## config.mk

```make
export PLATFORM = sky130hd
export DESIGN_NAME = sact_set_ram
export DESIGN_NICKNAME = d
export VERILOG_FILES = /design/src/rtl/set_assoc_cache_timing_model_unit_assert.svh /design/src/rtl/sact_set_ram.sv
export SDC_FILE = /design/constraint.sdc
export NUM_CORES = 2
export LEC_CHECK = 0
export BUFFER_PORTS_ARGS = -buffer_cell sky130_fd_sc_hd__buf_2
export CAP_MARGIN = 25
export CORE_ASPECT_RATIO = 1.5
export CORE_MARGIN = 5
export CORE_UTILIZATION = 30
export CTS_BUF_LIST = sky130_fd_sc_hd__clkbuf_8
export CTS_CLUSTER_SIZE = 16
export DETAILED_ROUTE_END_ITERATION = 16
export GPL_TIMING_DRIVEN = 0
export MAX_ROUTING_LAYER = met4
export SYNTH_ARGS = -nofsm -noshare
export SYNTH_HDL_FRONTEND = slang
export SYNTH_SLANG_ARGS = --single-unit
```

## constraint.sdc

```tcl
create_clock -name i_clk -period 6.5 [get_ports i_clk]
set_input_delay 0.65 -clock i_clk [delete_from_list [all_inputs] [get_ports i_clk]]
set_output_delay 0.65 -clock i_clk [all_outputs]
set_load 0.02 [all_outputs]
```

## src/rtl/set_assoc_cache_timing_model_unit_assert.svh

```systemverilog
// ----------------------------------------------------------------------------
// set_assoc_cache_timing_model_unit_assert
// Assertion macros for the cache timing model.
// ----------------------------------------------------------------------------
`ifndef SET_ASSOC_CACHE_TIMING_MODEL_UNIT_ASSERT_SVH
`define SET_ASSOC_CACHE_TIMING_MODEL_UNIT_ASSERT_SVH
// holds: condition must hold every cycle outside reset
`define SACT_HOLDS(label, clk, rst_n, cond, msg) \
    label: assert property (@(posedge clk) disable iff (!rst_n) (cond)) else $error(msg);
// implies: antecedent implies consequent in the next cycle
`define SACT_NEXT(label, clk, rst_n, ante, cons, msg) \
    label: assert property (@(posedge clk) disable iff (!rst_n) (ante) |=> (cons)) else $error(msg);
`endif

```

## src/rtl/sact_set_ram.sv

```systemverilog
// ----------------------------------------------------------------------------
// sact_set_ram
// One row per set: tag, dirty and rank of every way; registered read.
// ----------------------------------------------------------------------------
module sact_set_ram #(
    parameter int DEPTH = 256,
    parameter int WIDTH = 8
) (
    input  logic                     i_clk,
    input  logic                     i_we,
    input  logic [$clog2(DEPTH)-1:0] i_waddr,
    input  logic [WIDTH-1:0]         i_wdata,
    input  logic [$clog2(DEPTH)-1:0] i_raddr,
    output logic [WIDTH-1:0]         o_rdata
);
    logic [WIDTH-1:0] r_mem [DEPTH];
    logic [WIDTH-1:0] r_rdata;

    always_ff @(posedge i_clk) begin
        if (i_we) begin
            r_mem[i_waddr] <= i_wdata;
        end
        r_rdata <= r_mem[i_raddr];
    end

    assign o_rdata = r_rdata;
endmodule

```

==> impl_metrics.py <==
metrics = {
    "logic_synthesis": {
        "synth_area_leader_cell": "edfxtp_1",
        "syn_nets": 3759,
        "yosys_warnings": 0,
        "synth_area_leaders": "edfxtp_1 (77%), mux4_2 (13%), mux2i_1 (1.7%)",
        "ys.flop_type": "edfxtp_1",
        "yosys.cell_types.count": 55,
        "synth_area_per_cell_um2": 21.3,
        "syn-cell-area_mm2": 0.0796,
        "netlist.area_leader.share": 0.773,
        "synth_edf_count": 2048,
        "async_flop_share": 0,
        "synth_seq_area_share": 0.775,
        "netlist_instances": 3733,
        "ys_seq_elements": 2056,
    },
    "placement": {
        "hpwl_um": 174000,
        "dp_cells": 7308,
        "pre_cts_slack_ns": 1.16,
        "place_congestion": 0.998,
        "port_buffers": 26,
        "dpl_cell_area_mm2": 0.0850,
    },
    "clock_tree": {
        "root_buffer": "clkbuf_8",
        "cts_buffers": 289,
        "cts_max_path_buffers": 4,
        "clock_latency_ns": 0.95,
        "htree_levels": 5,
        "hold_buffers": 0,
        "post-cts-setup-buffers": 0,
        "cts_sinks": 2056,
        "ctsResizeCount": 0,
        "cts_tree": "done",
        "clk_pin_slew_ns": 0.06,
    },
    "sta": {
        "finalCritPeriodShare": 0.701,
        "rsz0062_at_grt": "no",
        "finalHoldViolations": 0,
        "setup_tns_ns": 0,
        "fin_skew_ns": 0.0475,
        "slew_viol_final": 0,
        "setup_viol": 0,
        "slew_headroom": 0.181,
        "fmax_ghz": 0.219,
        "setup_slack_ns": 1.94,
        "worst-slew-pin-transition_ns": 1.23,
        "post-route-min-period_ns": 4.56,
    },
    "worst_hold_path": {
        "hp-start": "i_wdata[7]",
        "holdPathStages": 1,
        "hold_class": "in2reg",
        "min_to": "r_mem[226][7]$_DFFE_PP_",
    },
    "power_and_ir_drop": {
        "p_comb_frac": 0.063,
        "clock_power_share": 0.369,
        "total_power_mw": 25.8,
        "ir_drop_mv": 0.166,
        "seq_power_share": 0.568,
        "internal-power_mw": 19.7,
        "swShare": 0.234,
        "switching_power_mw": 6.02,
        "static-leakage-power_nw": 27.6,
        "power_density_mw_per_mm2": 285,
    },
    "critical_path": {
        "arrival_ns": 5.25,
        "end_kind": "flip-flop",
        "r2r_end": "o_rdata[1]$_DFF_P_",
        "crit_type": "in2reg",
        "r2r_start": "r_mem[240][1]$_DFFE_PP_",
        "cp.required_ns": 7.19,
        "r2r_slack_ns": 2.97,
        "rr_worst_depth": 5,
        "cp_max_fo": 12,
        "critPathLaunchType": "input port",
    },
    "floorplanning": {
        "fp.dieH_um": 641,
        "fp.dieW_um": 430,
        "pin_count": 34,
        "start_util": 0.301,
        "rows": 231,
        "die-area_mm2": 0.276,
        "core-area_mm2": 0.264,
    },
    "route": {
        "via_per_inst": 5.31,
        "via_count": 41585,
        "dr.pass1.iters": 6,
        "routed_wl_um": 254000,
        "drt_iter0_drc": 4737,
        "wl_per_cell_um": 32.4,
        "ant_nets": 0,
        "drc_errors": 0,
    },
    "global_routing": {
        "grt_antenna_before_repair": 22,
        "grt_max_degree": 165,
        "grt_pass1_vias": 42232,
        "grt_overflow": 0,
        "grt_pass1_wl_um": 345000,
        "grt_use_total": 0.185,
    },
    "finish": {
        "nNetsFinal": 4137,
        "fin_area_mm2": 0.0903,
        "drive_gt1_frac": 0.238,
        "instances_no_fill": 7830,
        "area_growth_syn_to_layout_pct": 13.5,
    },
    "status": {
        "status": "complete, no violations",
    },
    "flow_run": {
        "max_cap_violations": 0,
    },
}
how the worst max path moves through the flow:
| stage | startpoint | end | slack (ns) | cells after the start |
|---|---|---|---|---|
| floorplan | i_raddr[0] | o_rdata[2]$_DFF_P_ | 3.91 | 9 |
| global placement | i_raddr[2] | o_rdata[1]$_DFF_P_ | 0.13 | 8 |
| detailed placement | i_raddr[1] | o_rdata[1]$_DFF_P_ | 1.16 | 9 |
| CTS | i_raddr[1] | o_rdata[1]$_DFF_P_ | 2.16 | 9 |
| global route | i_raddr[2] | o_rdata[5]$_DFF_P_ | 2.18 | 9 |
| finish | i_raddr[1] | o_rdata[1]$_DFF_P_ | 1.94 | 9 |
metrics by stage:
stage | hold WS, ns | utilization
floorplan | 0.749 | -
global placement | 1.07 | 0.319
detailed placement | 1.07 | 0.322
CTS | 0.167 | 0.342
global route | 0.212 | 0.342
finish | 0.182 | 0.342
sequential cells by signal, indices dropped and copies added, names as in the netlist:
name and count:
o_rdata 8, r_mem 2048
synthesized netlist by cell type, types with 24 or more instances:
| cell | number |
|---|---|
| a21oi_1 | 96 |
| mux2i_1 | 134 |
| o221ai_1 | 46 |
| nor2b_1 | 31 |
| nor2_1 | 282 |
| o22ai_1 | 28 |
| a22oi_1 | 133 |
| clkbuf_1 | 111 |
| buf_2 | 31 |
| nor4_1 | 24 |
| nand2_1 | 33 |
| mux4_2 | 454 |
| buf_4 | 27 |
| edfxtp_1 | 2048 |
| nand3_1 | 34 |
layout by cell type (no fill, tap or decap), types with 6 or more instances in the layout:
cell type	synthesis	routed
a211oi_1	16	16
a21oi_1	96	96
a221oi_1	13	13
a22o_1	8	8
a22oi_1	133	133
and2_1	6	6
buf_1	22	19
buf_12	8	8
buf_16	0	10
buf_2	31	56
buf_4	27	33
buf_6	21	37
buf_8	13	45
bufinv_16	0	9
clkbuf_1	111	95
clkbuf_2	0	17
clkbuf_8	0	299
clkinv_1	1	65
clkinv_2	0	27
clkinvlp_4	0	7
dfxtp_1	8	8
diode_2	0	20
edfxtp_1	2048	2048
inv_1	1	82
inv_6	0	7
mux2i_1	134	134
mux4_2	454	454
nand2_1	33	33
nand2b_1	8	8
nand3_1	34	34
nand4_1	10	10
nor2_1	282	282
nor2b_1	31	31
nor3_1	22	22
nor4_1	24	19
nor4_2	3	8
o211ai_1	10	10
o21ai_0	10	10
o221ai_1	46	46
o22ai_1	28	28
worst max-delay path, cell delays in order:
cell	delay [ns]
buf_2	0.18
buf_4	0.44
buf_2	0.41
clkbuf_1	0.68
mux4_2	0.43
a22oi_1	0.84
a21oi_1	0.28
nor4_1	0.93
nor4_1	0.36
cell type report:
type,count,area (um2)
Timing Repair Buffer,87,1100
Sequential cell,2056,61700
Inverter,2,7.51
Antenna cell,20,50.0
Clock buffer,299,4120
Fill cell,24580,174000
Buffer,233,1470
Clock inverter,196,1070
Tap cell,3495,4370
Multi-Input combinational cell,1442,16500
logic make-up after synthesis:
family	count (synthesis)	synth area share
DFF	2056	0.775
muxes	591	0.146
and+or+nand+nor	466	0.0263
AOI/OAI and AO/OA	385	0.0342
buffers and inverters	235	0.0183
power by group through the flow:
stage          Clock [mW]  Sequential (mW)  Combinational (mW)
2_1_floorplan           0             14.9               0.710
3_3_place_gp            0             15.0                1.53
3_5_place_dp            0             14.9                1.60
4_1_cts              9.62             14.6                1.60
5_1_grt              10.2             14.6                1.65
6_report             9.51             14.6                1.63
layer usage:
metal  track usage  vias to the layer above  share of wire  routed length, um
met5             -                        -              0                  0
met4         0.129                        0          0.085              21700
met3        0.0318                      720          0.075              18900
met2         0.313                     2432           0.51             129000
met1         0.196                    21963           0.33              84500
li1              -                    16470              -                  -
(Power assumes the default switching activity.)
